## src/rtl/power_meter_phase_calc_unit_defines.svh

```systemverilog
// assertion macros used by the power meter phase calculation sequencer rtl
`ifndef POWER_METER_PHASE_CALC_UNIT_DEFINES_SVH
`define POWER_METER_PHASE_CALC_UNIT_DEFINES_SVH

// same-cycle implication, checked on clk, off while rst_n is low
`define PMPC_ASSERT_SAME(label, ante, cons) \
    label: assert property (@(posedge clk) disable iff (!rst_n) (ante) |-> (cons)) \
        else $error("pmpc assertion failed");

// next-cycle implication, checked on clk, off while rst_n is low
`define PMPC_ASSERT_NEXT(label, ante, cons) \
    label: assert property (@(posedge clk) disable iff (!rst_n) (ante) |=> (cons)) \
        else $error("pmpc assertion failed");

`endif

```

## src/rtl/pmpc_pkg.sv

```systemverilog
`timescale 1ns / 1ps
`default_nettype none

package pmpc_pkg;

    // divider geometry: 48 bit dividend, 16 bit divisor, two quotient bits per cycle
    localparam int DIVD_W    = 48;
    localparam int DIVS_W    = 16;
    localparam int DIV_STEPS = DIVD_W / 2;
    localparam int DCNT_W    = $clog2(DIV_STEPS);

    // square root geometry: 32 bit radicand, 16 bit root, one root bit per cycle
    localparam int RAD_W     = 32;
    localparam int ROOT_W    = RAD_W / 2;
    localparam int SCNT_W    = $clog2(ROOT_W);

    // operation codes of the sequence
    localparam int OP_W = 3;
    localparam logic [OP_W-1:0] OP_VSCALE = 3'd0;
    localparam logic [OP_W-1:0] OP_VCAL   = 3'd1;
    localparam logic [OP_W-1:0] OP_SQRT   = 3'd2;
    localparam logic [OP_W-1:0] OP_PF     = 3'd3;
    localparam logic [OP_W-1:0] OP_CUR    = 3'd4;
    localparam logic [OP_W-1:0] OP_FREQ   = 3'd5;
    localparam logic [OP_W-1:0] OP_LAST   = OP_FREQ;

    // register indexes
    localparam logic REG_CT_RATIO = 1'b0;
    localparam logic REG_FIXED_CT = 1'b1;

    // arithmetic constants
    localparam logic [15:0] VOLT_MUL  = 16'(600 * 64);
    localparam logic [15:0] VOLT_DIV  = 16'd730;
    localparam logic [15:0] CAL_BASE  = 16'd1000;
    localparam int          PF_SHIFT  = 10;
    localparam logic [13:0] CUR_MUL   = 14'd16000;
    localparam logic [14:0] FREQ_NUM  = 15'd27965;
    localparam logic [13:0] CT_LOW_LIM = 14'd61;
    localparam logic [13:0] CT_MID_LIM = 14'd201;
    localparam logic [15:0] THR_LOW   = 16'd8;
    localparam logic [15:0] THR_MID   = 16'd40;
    localparam logic [15:0] THR_HIGH  = 16'd80;
    localparam int          NUM_PHASES = 3;

    // controller to datapath commands
    typedef struct packed {
        logic            load_in;
        logic            op_start;
        logic [OP_W-1:0] op;
        logic            op_store;
        logic            load_out;
    } pmpc_cmd_t;

    // datapath to controller status
    typedef struct packed {
        logic unit_busy;
        logic unit_done;
    } pmpc_sts_t;

endpackage

`default_nettype wire

```

## src/rtl/pmpc_div.sv

```systemverilog
`timescale 1ns / 1ps
`default_nettype none

module pmpc_div (
    input  wire logic                       clk,
    input  wire logic                       rst_n,
    input  wire logic                       start,
    input  wire logic [pmpc_pkg::DIVD_W-1:0] dividend,
    input  wire logic [pmpc_pkg::DIVS_W-1:0] divisor,
    output logic                            busy,
    output logic                            done,
    output logic [pmpc_pkg::DIVD_W-1:0]     quotient
);
    import pmpc_pkg::*;

    logic [DIVD_W-1:0] quo_reg, quo_next;
    logic [DIVS_W-1:0] rem_reg, rem_next;
    logic [DIVS_W-1:0] dsr_reg;
    logic [DCNT_W-1:0] cnt_reg;
    logic              busy_reg;
    logic              done_reg;

    logic [DIVS_W:0] r1, r1m, r2, r2m;
    logic            ge1, ge2;

    // two restoring steps per cycle
    always_comb
    begin
        r1  = {rem_reg, quo_reg[DIVD_W-1]};
        ge1 = (r1 >= {1'b0, dsr_reg});
        r1m = ge1 ? (r1 - {1'b0, dsr_reg}) : r1;
        r2  = {r1m[DIVS_W-1:0], quo_reg[DIVD_W-2]};
        ge2 = (r2 >= {1'b0, dsr_reg});
        r2m = ge2 ? (r2 - {1'b0, dsr_reg}) : r2;
        rem_next = r2m[DIVS_W-1:0];
        quo_next = {quo_reg[DIVD_W-3:0], ge1, ge2};
    end

    // payload
    always_ff @(posedge clk)
    begin
        if (start)
        begin
            quo_reg <= dividend;
            rem_reg <= '0;
            dsr_reg <= divisor;
        end
        else if (busy_reg)
        begin
            quo_reg <= quo_next;
            rem_reg <= rem_next;
        end
    end

    // step control
    always_ff @(posedge clk or negedge rst_n)
    begin
        if (!rst_n)
        begin
            cnt_reg  <= '0;
            busy_reg <= 1'b0;
            done_reg <= 1'b0;
        end
        else
        begin
            done_reg <= 1'b0;
            if (start)
            begin
                cnt_reg  <= '0;
                busy_reg <= 1'b1;
            end
            else if (busy_reg)
            begin
                if (cnt_reg == DCNT_W'(DIV_STEPS - 1))
                begin
                    busy_reg <= 1'b0;
                    done_reg <= 1'b1;
                end
                cnt_reg <= cnt_reg + 1'b1;
            end
        end
    end

    assign busy     = busy_reg;
    assign done     = done_reg;
    assign quotient = quo_reg;

endmodule

`default_nettype wire

```

## src/rtl/pmpc_sqrt.sv

```systemverilog
`timescale 1ns / 1ps
`default_nettype none

module pmpc_sqrt (
    input  wire logic                       clk,
    input  wire logic                       rst_n,
    input  wire logic                       start,
    input  wire logic [pmpc_pkg::RAD_W-1:0] radicand,
    output logic                            busy,
    output logic                            done,
    output logic [pmpc_pkg::ROOT_W-1:0]     root
);
    import pmpc_pkg::*;

    logic [RAD_W-1:0]  rad_reg;
    logic [ROOT_W:0]   rem_reg;
    logic [ROOT_W-1:0] root_reg;
    logic [SCNT_W-1:0] cnt_reg;
    logic              busy_reg;
    logic              done_reg;

    logic [ROOT_W+2:0] r, trial, rm;
    logic              ge;

    // one root bit per cycle
    always_comb
    begin
        r     = {rem_reg, rad_reg[RAD_W-1:RAD_W-2]};
        trial = {1'b0, root_reg, 2'b01};
        ge    = (r >= trial);
        rm    = ge ? (r - trial) : r;
    end

    always_ff @(posedge clk)
    begin
        if (start)
        begin
            rad_reg  <= radicand;
            rem_reg  <= '0;
            root_reg <= '0;
        end
        else if (busy_reg)
        begin
            rad_reg  <= {rad_reg[RAD_W-3:0], 2'b00};
            rem_reg  <= rm[ROOT_W:0];
            root_reg <= {root_reg[ROOT_W-2:0], ge};
        end
    end

    always_ff @(posedge clk or negedge rst_n)
    begin
        if (!rst_n)
        begin
            cnt_reg  <= '0;
            busy_reg <= 1'b0;
            done_reg <= 1'b0;
        end
        else
        begin
            done_reg <= 1'b0;
            if (start)
            begin
                cnt_reg  <= '0;
                busy_reg <= 1'b1;
            end
            else if (busy_reg)
            begin
                if (cnt_reg == SCNT_W'(ROOT_W - 1))
                begin
                    busy_reg <= 1'b0;
                    done_reg <= 1'b1;
                end
                cnt_reg <= cnt_reg + 1'b1;
            end
        end
    end

    assign busy = busy_reg;
    assign done = done_reg;
    assign root = root_reg;

endmodule

`default_nettype wire

```

## src/rtl/pmpc_datapath.sv

```systemverilog
`timescale 1ns / 1ps
`default_nettype none

module pmpc_datapath (
    input  wire logic                clk,
    input  wire logic                rst_n,
    input  wire pmpc_pkg::pmpc_cmd_t cmd,
    output pmpc_pkg::pmpc_sts_t      sts,
    input  wire logic                cfg_we,
    input  wire logic                cfg_addr,
    input  wire logic [13:0]         cfg_wdata,
    input  wire logic [1:0]          phase,
    input  wire logic [30:0]         voltage_sum,
    input  wire logic signed [10:0]  voltage_offset,
    input  wire logic signed [15:0]  active_sum,
    input  wire logic signed [15:0]  reactive_sum,
    input  wire logic [15:0]         period_count,
    output logic [1:0]               phase_out,
    output logic [15:0]              voltage,
    output logic [15:0]              apparent_power,
    output logic signed [11:0]       power_factor,
    output logic [15:0]              current,
    output logic                     low_current,
    output logic [7:0]               frequency,
    output logic                     divide_error
);
    import pmpc_pkg::*;

    // configuration
    logic [13:0] ct_ratio_reg;
    logic        fixed_ct_reg;

    // captured transaction
    logic [1:0]         phase_reg;
    logic [30:0]        vsum_reg;
    logic signed [10:0] off_reg;
    logic signed [15:0] p_reg;
    logic signed [15:0] q_reg;
    logic [7:0]         per_reg;

    // intermediate results
    logic [32:0]        vt_reg;
    logic [15:0]        volt_reg;
    logic [15:0]        s_reg;
    logic [11:0]        pf_reg;
    logic [15:0]        cur_reg;
    logic [7:0]         freq_reg;
    logic               err_reg;

    logic [15:0] last_cur_reg [NUM_PHASES];

    // output register
    logic [1:0]  phase_o_reg;
    logic [15:0] volt_o_reg;
    logic [15:0] s_o_reg;
    logic [11:0] pf_o_reg;
    logic [15:0] cur_o_reg;
    logic        low_o_reg;
    logic [7:0]  freq_o_reg;
    logic        err_o_reg;

    // unit interfaces
    logic [DIVD_W-1:0] div_dividend, div_quo;
    logic [DIVS_W-1:0] div_divisor;
    logic              div_start, div_busy, div_done;
    logic [RAD_W-1:0]  radicand;
    logic [ROOT_W-1:0] root;
    logic              sqrt_start, sqrt_busy, sqrt_done;

    logic [42:0]        vmul;
    logic [11:0]        cal;
    logic [10:0]        cal_mag;
    logic [43:0]        vcal;
    logic signed [31:0] pp, qq;
    logic [16:0]        pabs;
    logic [29:0]        smul;
    logic [11:0]        pf_mag;
    logic [15:0]        thr;
    logic               low;

    // operand preparation
    always_comb
    begin
        vmul    = vsum_reg[30:4] * VOLT_MUL;
        cal     = CAL_BASE[11:0] + {off_reg[10], off_reg};
        cal_mag = cal[11] ? 11'd0 : cal[10:0];
        vcal    = vt_reg * cal_mag;
        pp      = p_reg * p_reg;
        qq      = q_reg * q_reg;
        radicand = RAD_W'(pp) + RAD_W'(qq);
        pabs    = p_reg[15] ? (17'd0 - {1'b1, p_reg}) : {1'b0, p_reg};
        smul    = s_reg * CUR_MUL;
        pf_mag  = div_quo[11:0];
    end

    // divider operand select
    always_comb
    begin
        div_dividend = '0;
        div_divisor  = '0;
        unique case (cmd.op)
            OP_VSCALE:
            begin
                div_dividend = DIVD_W'(vmul);
                div_divisor  = VOLT_DIV;
            end
            OP_VCAL:
            begin
                div_dividend = DIVD_W'(vcal);
                div_divisor  = CAL_BASE;
            end
            OP_PF:
            begin
                div_dividend = DIVD_W'({pabs, PF_SHIFT'(0)});
                div_divisor  = s_reg;
            end
            OP_CUR:
            begin
                div_dividend = DIVD_W'(smul);
                div_divisor  = volt_reg;
            end
            OP_FREQ:
            begin
                div_dividend = DIVD_W'(FREQ_NUM);
                div_divisor  = {8'd0, per_reg};
            end
            default:
            begin
                div_dividend = '0;
                div_divisor  = '0;
            end
        endcase
    end

    assign div_start  = cmd.op_start && (cmd.op != OP_SQRT);
    assign sqrt_start = cmd.op_start && (cmd.op == OP_SQRT);

    pmpc_div u_div (
        .clk      (clk),
        .rst_n    (rst_n),
        .start    (div_start),
        .dividend (div_dividend),
        .divisor  (div_divisor),
        .busy     (div_busy),
        .done     (div_done),
        .quotient (div_quo)
    );

    pmpc_sqrt u_sqrt (
        .clk      (clk),
        .rst_n    (rst_n),
        .start    (sqrt_start),
        .radicand (radicand),
        .busy     (sqrt_busy),
        .done     (sqrt_done),
        .root     (root)
    );

    assign sts.unit_busy = div_busy | sqrt_busy;
    assign sts.unit_done = div_done | sqrt_done;

    // low-current threshold and flag
    always_comb
    begin
        if (fixed_ct_reg)
            thr = THR_HIGH;
        else if (ct_ratio_reg < CT_LOW_LIM)
            thr = THR_LOW;
        else if (ct_ratio_reg < CT_MID_LIM)
            thr = THR_MID;
        else
            thr = THR_HIGH;
        low = 1'b0;
        if (phase_reg != 2'd3)
            low = (last_cur_reg[phase_reg] < thr);
    end

    // capture, result store and output load
    always_ff @(posedge clk)
    begin
        if (cmd.load_in)
        begin
            phase_reg <= phase;
            vsum_reg  <= voltage_sum;
            off_reg   <= voltage_offset;
            p_reg     <= active_sum;
            q_reg     <= reactive_sum;
            per_reg   <= period_count[7:0];
            err_reg   <= 1'b0;
        end
        else if (cmd.op_store)
        begin
            case (cmd.op)
                OP_VSCALE: vt_reg <= div_quo[32:0];
                OP_VCAL:   volt_reg <= (div_quo[DIVD_W-1:16] != '0) ? 16'hFFFF : div_quo[15:0];
                OP_SQRT:   s_reg <= root;
                OP_PF:
                begin
                    if (s_reg == '0)
                    begin
                        pf_reg  <= '0;
                        err_reg <= 1'b1;
                    end
                    else
                        pf_reg <= p_reg[15] ? (12'd0 - pf_mag) : pf_mag;
                end
                OP_CUR:
                begin
                    if (volt_reg == '0)
                    begin
                        cur_reg <= '0;
                        err_reg <= 1'b1;
                    end
                    else
                        cur_reg <= (div_quo[DIVD_W-1:16] != '0) ? 16'hFFFF : div_quo[15:0];
                end
                OP_FREQ:
                begin
                    if (per_reg == '0)
                    begin
                        freq_reg <= '0;
                        err_reg  <= 1'b1;
                    end
                    else
                        freq_reg <= (div_quo[DIVD_W-1:8] != '0) ? 8'hFF : div_quo[7:0];
                end
                default: ;
            endcase
        end
        if (cmd.load_out)
        begin
            phase_o_reg <= phase_reg;
            volt_o_reg  <= volt_reg;
            s_o_reg     <= s_reg;
            pf_o_reg    <= pf_reg;
            cur_o_reg   <= cur_reg;
            low_o_reg   <= low;
            freq_o_reg  <= freq_reg;
            err_o_reg   <= err_reg;
        end
    end

    // configuration and per-phase history
    always_ff @(posedge clk or negedge rst_n)
    begin
        if (!rst_n)
        begin
            ct_ratio_reg <= '0;
            fixed_ct_reg <= 1'b0;
            for (int i = 0; i < NUM_PHASES; i++)
                last_cur_reg[i] <= '0;
        end
        else
        begin
            if (cfg_we)
            begin
                unique case (cfg_addr)
                    REG_CT_RATIO: ct_ratio_reg <= cfg_wdata;
                    REG_FIXED_CT: fixed_ct_reg <= cfg_wdata[0];
                    default: ;
                endcase
            end
            if (cmd.load_out && (phase_reg != 2'd3))
                last_cur_reg[phase_reg] <= cur_reg;
        end
    end

    assign phase_out      = phase_o_reg;
    assign voltage        = volt_o_reg;
    assign apparent_power = s_o_reg;
    assign power_factor   = pf_o_reg;
    assign current        = cur_o_reg;
    assign low_current    = low_o_reg;
    assign frequency      = freq_o_reg;
    assign divide_error   = err_o_reg;

endmodule

`default_nettype wire

```

## src/rtl/pmpc_ctrl.sv

```systemverilog
`timescale 1ns / 1ps
`default_nettype none

`include "power_meter_phase_calc_unit_defines.svh"

module pmpc_ctrl (
    input  wire logic                clk,
    input  wire logic                rst_n,
    input  wire logic                in_valid,
    output logic                     in_stall,
    output logic                     out_valid,
    input  wire logic                out_stall,
    output pmpc_pkg::pmpc_cmd_t      cmd,
    input  wire pmpc_pkg::pmpc_sts_t sts
);
    import pmpc_pkg::*;

    localparam logic [1:0] ST_IDLE   = 2'd0;
    localparam logic [1:0] ST_START  = 2'd1;
    localparam logic [1:0] ST_WAIT   = 2'd2;
    localparam logic [1:0] ST_FINISH = 2'd3;

    logic [1:0]      state_reg, state_next;
    logic [OP_W-1:0] op_reg, op_next;
    logic            out_valid_reg, out_valid_next;
    logic            load_out;

    assign load_out = (state_reg == ST_FINISH) && (!out_valid_reg || !out_stall);

    // sequencer
    always_comb
    begin
        state_next = state_reg;
        op_next    = op_reg;
        unique case (state_reg)
            ST_IDLE:
            begin
                if (in_valid)
                begin
                    state_next = ST_START;
                    op_next    = OP_VSCALE;
                end
            end
            ST_START:
                state_next = ST_WAIT;
            ST_WAIT:
            begin
                if (sts.unit_done)
                begin
                    if (op_reg == OP_LAST)
                        state_next = ST_FINISH;
                    else
                    begin
                        state_next = ST_START;
                        op_next    = op_reg + 1'b1;
                    end
                end
            end
            ST_FINISH:
            begin
                if (load_out)
                    state_next = ST_IDLE;
            end
            default:
                state_next = ST_IDLE;
        endcase
    end

    // output transaction slot
    always_comb
    begin
        if (load_out)
            out_valid_next = 1'b1;
        else if (!out_stall)
            out_valid_next = 1'b0;
        else
            out_valid_next = out_valid_reg;
    end

    always_ff @(posedge clk or negedge rst_n)
    begin
        if (!rst_n)
        begin
            state_reg     <= ST_IDLE;
            op_reg        <= OP_VSCALE;
            out_valid_reg <= 1'b0;
        end
        else
        begin
            state_reg     <= state_next;
            op_reg        <= op_next;
            out_valid_reg <= out_valid_next;
        end
    end

    assign in_stall     = (state_reg != ST_IDLE);
    assign out_valid    = out_valid_reg;
    assign cmd.load_in  = (state_reg == ST_IDLE) && in_valid;
    assign cmd.op_start = (state_reg == ST_START);
    assign cmd.op       = op_reg;
    assign cmd.op_store = (state_reg == ST_WAIT) && sts.unit_done;
    assign cmd.load_out = load_out;

    `PMPC_ASSERT_NEXT(a_start_runs_unit, cmd.op_start, sts.unit_busy)
    `PMPC_ASSERT_SAME(a_finish_after_last, state_reg == ST_FINISH, op_reg == OP_LAST)
    `PMPC_ASSERT_SAME(a_out_from_finish, $rose(out_valid_reg), $past(state_reg) == ST_FINISH)

endmodule

`default_nettype wire

```

## src/rtl/power_meter_phase_calc_unit.sv

```systemverilog
// one transaction at a time: in_stall holds off input until the result is in the output register
// the arithmetic runs on the shared radix-4 divider
//   (24 steps, used five times) and the 16-step square root unit
// a finished result waits in the output register while the next transaction is taken
// reset: rst_n asynchronous active low clears the sequencer, config and phase history
`timescale 1ns / 1ps
`default_nettype none

module power_meter_phase_calc_unit (
    input  wire logic               clk,
    input  wire logic               rst_n,
    input  wire logic               cfg_we,
    input  wire logic               cfg_addr,
    input  wire logic [13:0]        cfg_wdata,
    input  wire logic               in_valid,
    output logic                    in_stall,
    input  wire logic [1:0]         phase,
    input  wire logic [30:0]        voltage_sum,
    input  wire logic signed [10:0] voltage_offset,
    input  wire logic signed [15:0] active_sum,
    input  wire logic signed [15:0] reactive_sum,
    input  wire logic [15:0]        period_count,
    output logic                    out_valid,
    input  wire logic               out_stall,
    output logic [1:0]              phase_out,
    output logic [15:0]             voltage,
    output logic [15:0]             apparent_power,
    output logic signed [11:0]      power_factor,
    output logic [15:0]             current,
    output logic                    low_current,
    output logic [7:0]              frequency,
    output logic                    divide_error
);
    import pmpc_pkg::*;

    pmpc_cmd_t cmd;
    pmpc_sts_t sts;

    // sequencer
    pmpc_ctrl u_ctrl (
        .clk       (clk),
        .rst_n     (rst_n),
        .in_valid  (in_valid),
        .in_stall  (in_stall),
        .out_valid (out_valid),
        .out_stall (out_stall),
        .cmd       (cmd),
        .sts       (sts)
    );

    // arithmetic and state
    pmpc_datapath u_dp (
        .clk            (clk),
        .rst_n          (rst_n),
        .cmd            (cmd),
        .sts            (sts),
        .cfg_we         (cfg_we),
        .cfg_addr       (cfg_addr),
        .cfg_wdata      (cfg_wdata),
        .phase          (phase),
        .voltage_sum    (voltage_sum),
        .voltage_offset (voltage_offset),
        .active_sum     (active_sum),
        .reactive_sum   (reactive_sum),
        .period_count   (period_count),
        .phase_out      (phase_out),
        .voltage        (voltage),
        .apparent_power (apparent_power),
        .power_factor   (power_factor),
        .current        (current),
        .low_current    (low_current),
        .frequency      (frequency),
        .divide_error   (divide_error)
    );

endmodule

`default_nettype wire

```

## config.mk

```make
export PLATFORM = sky130hd
export DESIGN_NAME = power_meter_phase_calc_unit
export DESIGN_NICKNAME = d
export VERILOG_FILES = /design/src/rtl/pmpc_pkg.sv /design/src/rtl/pmpc_div.sv /design/src/rtl/pmpc_sqrt.sv /design/src/rtl/pmpc_datapath.sv /design/src/rtl/pmpc_ctrl.sv /design/src/rtl/power_meter_phase_calc_unit.sv
export VERILOG_INCLUDE_DIRS = /design/src /design/src/rtl
export SDC_FILE = /design/constraint.sdc
export NUM_CORES = 2
export LEC_CHECK = 0
export ABC_AREA = 1
export BUFFER_PORTS_ARGS = -buffer_cell sky130_fd_sc_hd__buf_2
export CORE_UTILIZATION = 40
export CTS_CLUSTER_SIZE = 12
export DETAILED_ROUTE_END_ITERATION = 10
export SLEW_MARGIN = 20
export SYNTH_ARGS = -nofsm -noshare
export SYNTH_HDL_FRONTEND = slang
export SYNTH_SLANG_ARGS = --single-unit
```

## constraint.sdc

```tcl
create_clock -name clk -period 8.6 [get_ports clk]
set_clock_uncertainty 0.1 [all_clocks]
set_input_delay 0.86 -clock clk [delete_from_list [all_inputs] [get_ports clk]]
set_output_delay 0.86 -clock clk [all_outputs]
set_load 0.02 [all_outputs]
```

==> impl_metrics.json <==
{
  "outcome": "complete, no violations",
  "swShare": 0.2264,
  "powerDensity_nw_per_um2": 80.00,
  "worstPathArrival_ns": 8.55,
  "hold_violations": 0,
  "die_area_sq_um": 148200,
  "synth-xor-area-share": 0.01060,
  "syn_area_sq_um": 58650,
  "ant_nets": 0,
  "wl_um": 168800,
  "synth_top_area_cell": "fa_1",
  "fp.dieH_um": 384.9,
  "syn_inst": 6955,
  "route.detailed.drc": 0,
  "vias_per_cell": 4.982,
  "largest_register_ff_count": 48,
  "total_power_mw": 5.108,
  "slew_headroom": 0.2770,
  "crit_slowest_cell": "edfxtp_1",
  "p_int_mw": 3.952,
  "crit_family": "adder cells",
  "placed_area_sq_um": 61860,
  "vias": 45184,
  "drtIter0Drc": 2879,
  "clk_root_buffer_cell": "clkbuf_16",
  "layout-drive-gt1-share": 0.05608,
  "grt_max_degree": 74,
  "pre_cts_ws_ns": 0.6386,
  "slew_viol_final": 0,
  "dp_hpwl_um": 141500,
  "ctsResizeCount": 0,
  "grt_util_all_layers": 0.2340,
  "synth_fa_ha_area_frac": 0.4033,
  "synth_ff_type": "edfxtp_1",
  "synthMuxAreaShare": 0.002496,
  "power_frac_comb": 0.015,
  "fin_crit_ns": 8.233,
  "cp.buffers_inverters": 5,
  "synth_edf_count": 349,
  "cts.clk_slew.worst_paths_ns": 0.07,
  "synth_top_family_by_area": "adder cells",
  "gr-total-overflow": 0,
  "worstPathCellList": "buf_4 -> inv_1 -> nor2_1 -> fa_1 -> inv_1 -> fa_1 -> fa_1 -> fa_1 -> fa_1 -> fa_1 -> fa_1 -> inv_1 -> fa_1 -> ha_1 -> inv_1 -> nor3_1 -> nand2_1 -> nor3_1 -> nand2_1 -> nand3_1 -> nand3_1 -> nand3_1 -> nand2_1",
  "drv_cap": 0,
  "cts_setup_buffers": 0,
  "ys_top_cells_by_area": "fa_1 31%, edfxtp_1 18%, inv_1 11%",
  "crit_fanout": 26,
  "yosysSeqAreaShare": 0.2269,
  "fin_crit_sh": 0.9573,
  "synth-seq-cells": 472,
  "end_kind": "register",
  "synthDistinctLibCells": 59,
  "fp.coreArea_sq_um": 145600,
  "fmax_ghz": 0.1215,
  "rsz0062_at_grt": "no",
  "leakage_nw": 32.54,
  "ff2ff_setup_slack_ns": 0.37,
  "grt_pass1_vias": 47383,
  "firstDrtPassIters": 6,
  "clock_power_share": 0.507,
  "gp_congestion": 0.9232,
  "synth_compound_area_frac": 0.05708,
  "area_delta_synth_final_pct": 8.863,
  "async_flop_share": 0.1547,
  "antenna_found_initial": 6,
  "slowest_delay_ns": 0.79,
  "required_ns": 8.91,
  "cts_inserted_buffers": 57,
  "design_area_sq_um": 63850,
  "setup_viol": 0,
  "wl_per_cell_um": 18.62,
  "synth_simple_gate_area_frac": 0.1800,
  "holdBufCountCts": 0,
  "setup_ws_ns": 0.3673,
  "clock-sinks": 472,
  "crit_top_cell": "fa_1",
  "cts_tree": "built",
  "switching_power_mw": 1.156,
  "clockBufferDepth": 3,
  "setup-tns-final_ns": 0,
  "ir_worst_vdd_mv": 0.1660,
  "core.rowCount": 140,
  "ys_warn_count": 0,
  "die_w_um": 384.9,
  "power_frac_seq": 0.478,
  "io_buffers": 173,
  "hold_path.class": "in -> async",
  "finish.utilization": 0.4387,
  "synthTopCellsByCount": "1,693 x inv_1, 1,636 x nand2_1, 901 x fa_1, 463 x nor2_1, 449 x ha_1",
  "start_kind": "register",
  "h-tree-depth": 2,
  "criticalPathCategory": "reg -> reg",
  "max_slew.worst_pin.slew_ns": 1.084,
  "initial_core_util": 0.4029,
  "io_pins": 186,
  "syn_area_per_cell_sq_um": 8.433,
  "synth_fp_nets": 8417,
  "clk_latency_ns": 0.70,
  "final_net_count": 8565,
  "grt_pass1_wl_um": 266700,
  "synth.most_common_cell": "inv_1",
  "synth_top_cell_area_share": 0.3075
}
-- final cells by class --
| type | count | area (sq um) |
|---|---|---|
| multi-input combinational | 4625 | 38360 |
| tap | 1917 | 2399 |
| clock buffer | 81 | 1628 |
| sequential | 472 | 13310 |
| inverter | 1705 | 6400 |
| antenna | 1 | 2.502 |
| timing repair buffer | 242 | 1399 |
| fill | 14404 | 81710 |
| clock inverter | 26 | 355.3 |
-- cell usage in the layout, fill, tap and decap left out, drive strengths merged, types with 4 or more instances in the layout --
| master | netlist | final |
|---|---|---|
| inv | 1696 | 1700 |
| nand2 | 1644 | 1644 |
| fa | 901 | 901 |
| nor2 | 474 | 474 |
| ha | 449 | 449 |
| edfxtp | 349 | 349 |
| nand3 | 274 | 274 |
| a21oi | 248 | 248 |
| o21ai | 246 | 246 |
| buf | 36 | 242 |
| clkbuf | 117 | 81 |
| dfrtp | 73 | 73 |
| nand4 | 55 | 55 |
| nor3 | 51 | 51 |
| dfxtp | 50 | 50 |
| xnor2 | 45 | 45 |
| nand3b | 31 | 31 |
| xor2 | 26 | 26 |
| o21bai | 26 | 26 |
| clkinv | 9 | 24 |
| nor4 | 23 | 23 |
| o22ai | 20 | 20 |
| or2 | 18 | 18 |
| o211ai | 17 | 17 |
| a31oi | 16 | 16 |
| mux2 | 13 | 13 |
| a21o | 9 | 9 |
| o21a | 7 | 7 |
| and2 | 6 | 6 |
| bufinv | 0 | 5 |
| a21boi | 4 | 4 |
| a41oi | 4 | 4 |
-- stage by stage --
stage / hold WS [ns] / cells
after CTS: 0.1881 / 9068
after global routing: 0.2142 / 9068
after detailed placement: 0.3063 / 8961
final: 0.2301 / 9069
after global placement: 0.3043 / 8961
after floorplan: 0.3003 / 6955
-- worst paths after layout --
check                                                   from                                 to  cells after the start
min in group clk                             voltage_sum[17]        u_dp.vsum_reg[17]$_DFFE_PP_                      1
worst min-delay path                                   rst_n  u_dp.last_cur_reg[46]$_DFFE_PN0P_                      1
max in group asynchronous                              rst_n   u_dp.ct_ratio_reg[4]$_DFFE_PN0P_                      1
worst max-delay path                u_dp.p_reg[15]$_DFFE_PP_  u_dp.u_sqrt.rad_reg[31]$_DFFE_PP_                     23
worst min register to register  u_dp.pf_reg[4]$_SDFFCE_PP0P_     u_dp.power_factor[4]$_DFFE_PP_                      0
worst max register to register      u_dp.p_reg[15]$_DFFE_PP_  u_dp.u_sqrt.rad_reg[31]$_DFFE_PP_                     23
-- layer usage --
layer | share of wire | vias to the layer above | global-route usage | wire, um
met1 | 0.41 | 22212 | 0.2896 | 69120
met5 | 0.00021 | - | 0 | 35
li1 | - | 21502 | - | -
met2 | 0.50 | 1186 | 0.4100 | 83600
met4 | 0.047 | 2 | 0.09987 | 7967
met3 | 0.048 | 282 | 0.02783 | 8108
-- power by group through the flow --
stage | logic [mW] | registers [mW] | clock network [mW]
3_3_place_gp | 0.0753 | 2.49 | 0
5_1_grt | 0.0834 | 2.44 | 2.73
3_5_place_dp | 0.0759 | 2.49 | 0
4_1_cts | 0.0761 | 2.44 | 2.65
6_report | 0.0758 | 2.44 | 2.59
2_1_floorplan | 0.0280 | 2.49 | 0
-- kinds of logic (layout without fill, tap and decap cells) --
kind of cell,Yosys count,in the layout
compound gates,612,612
xor+xnor,71,71
fa+ha+maj,1350,1350
buf+inv,1858,2054
flops,472,472
mux,13,13
other cells,1,2
simple gates,2578,2578
(Power assumes the default switching activity.)
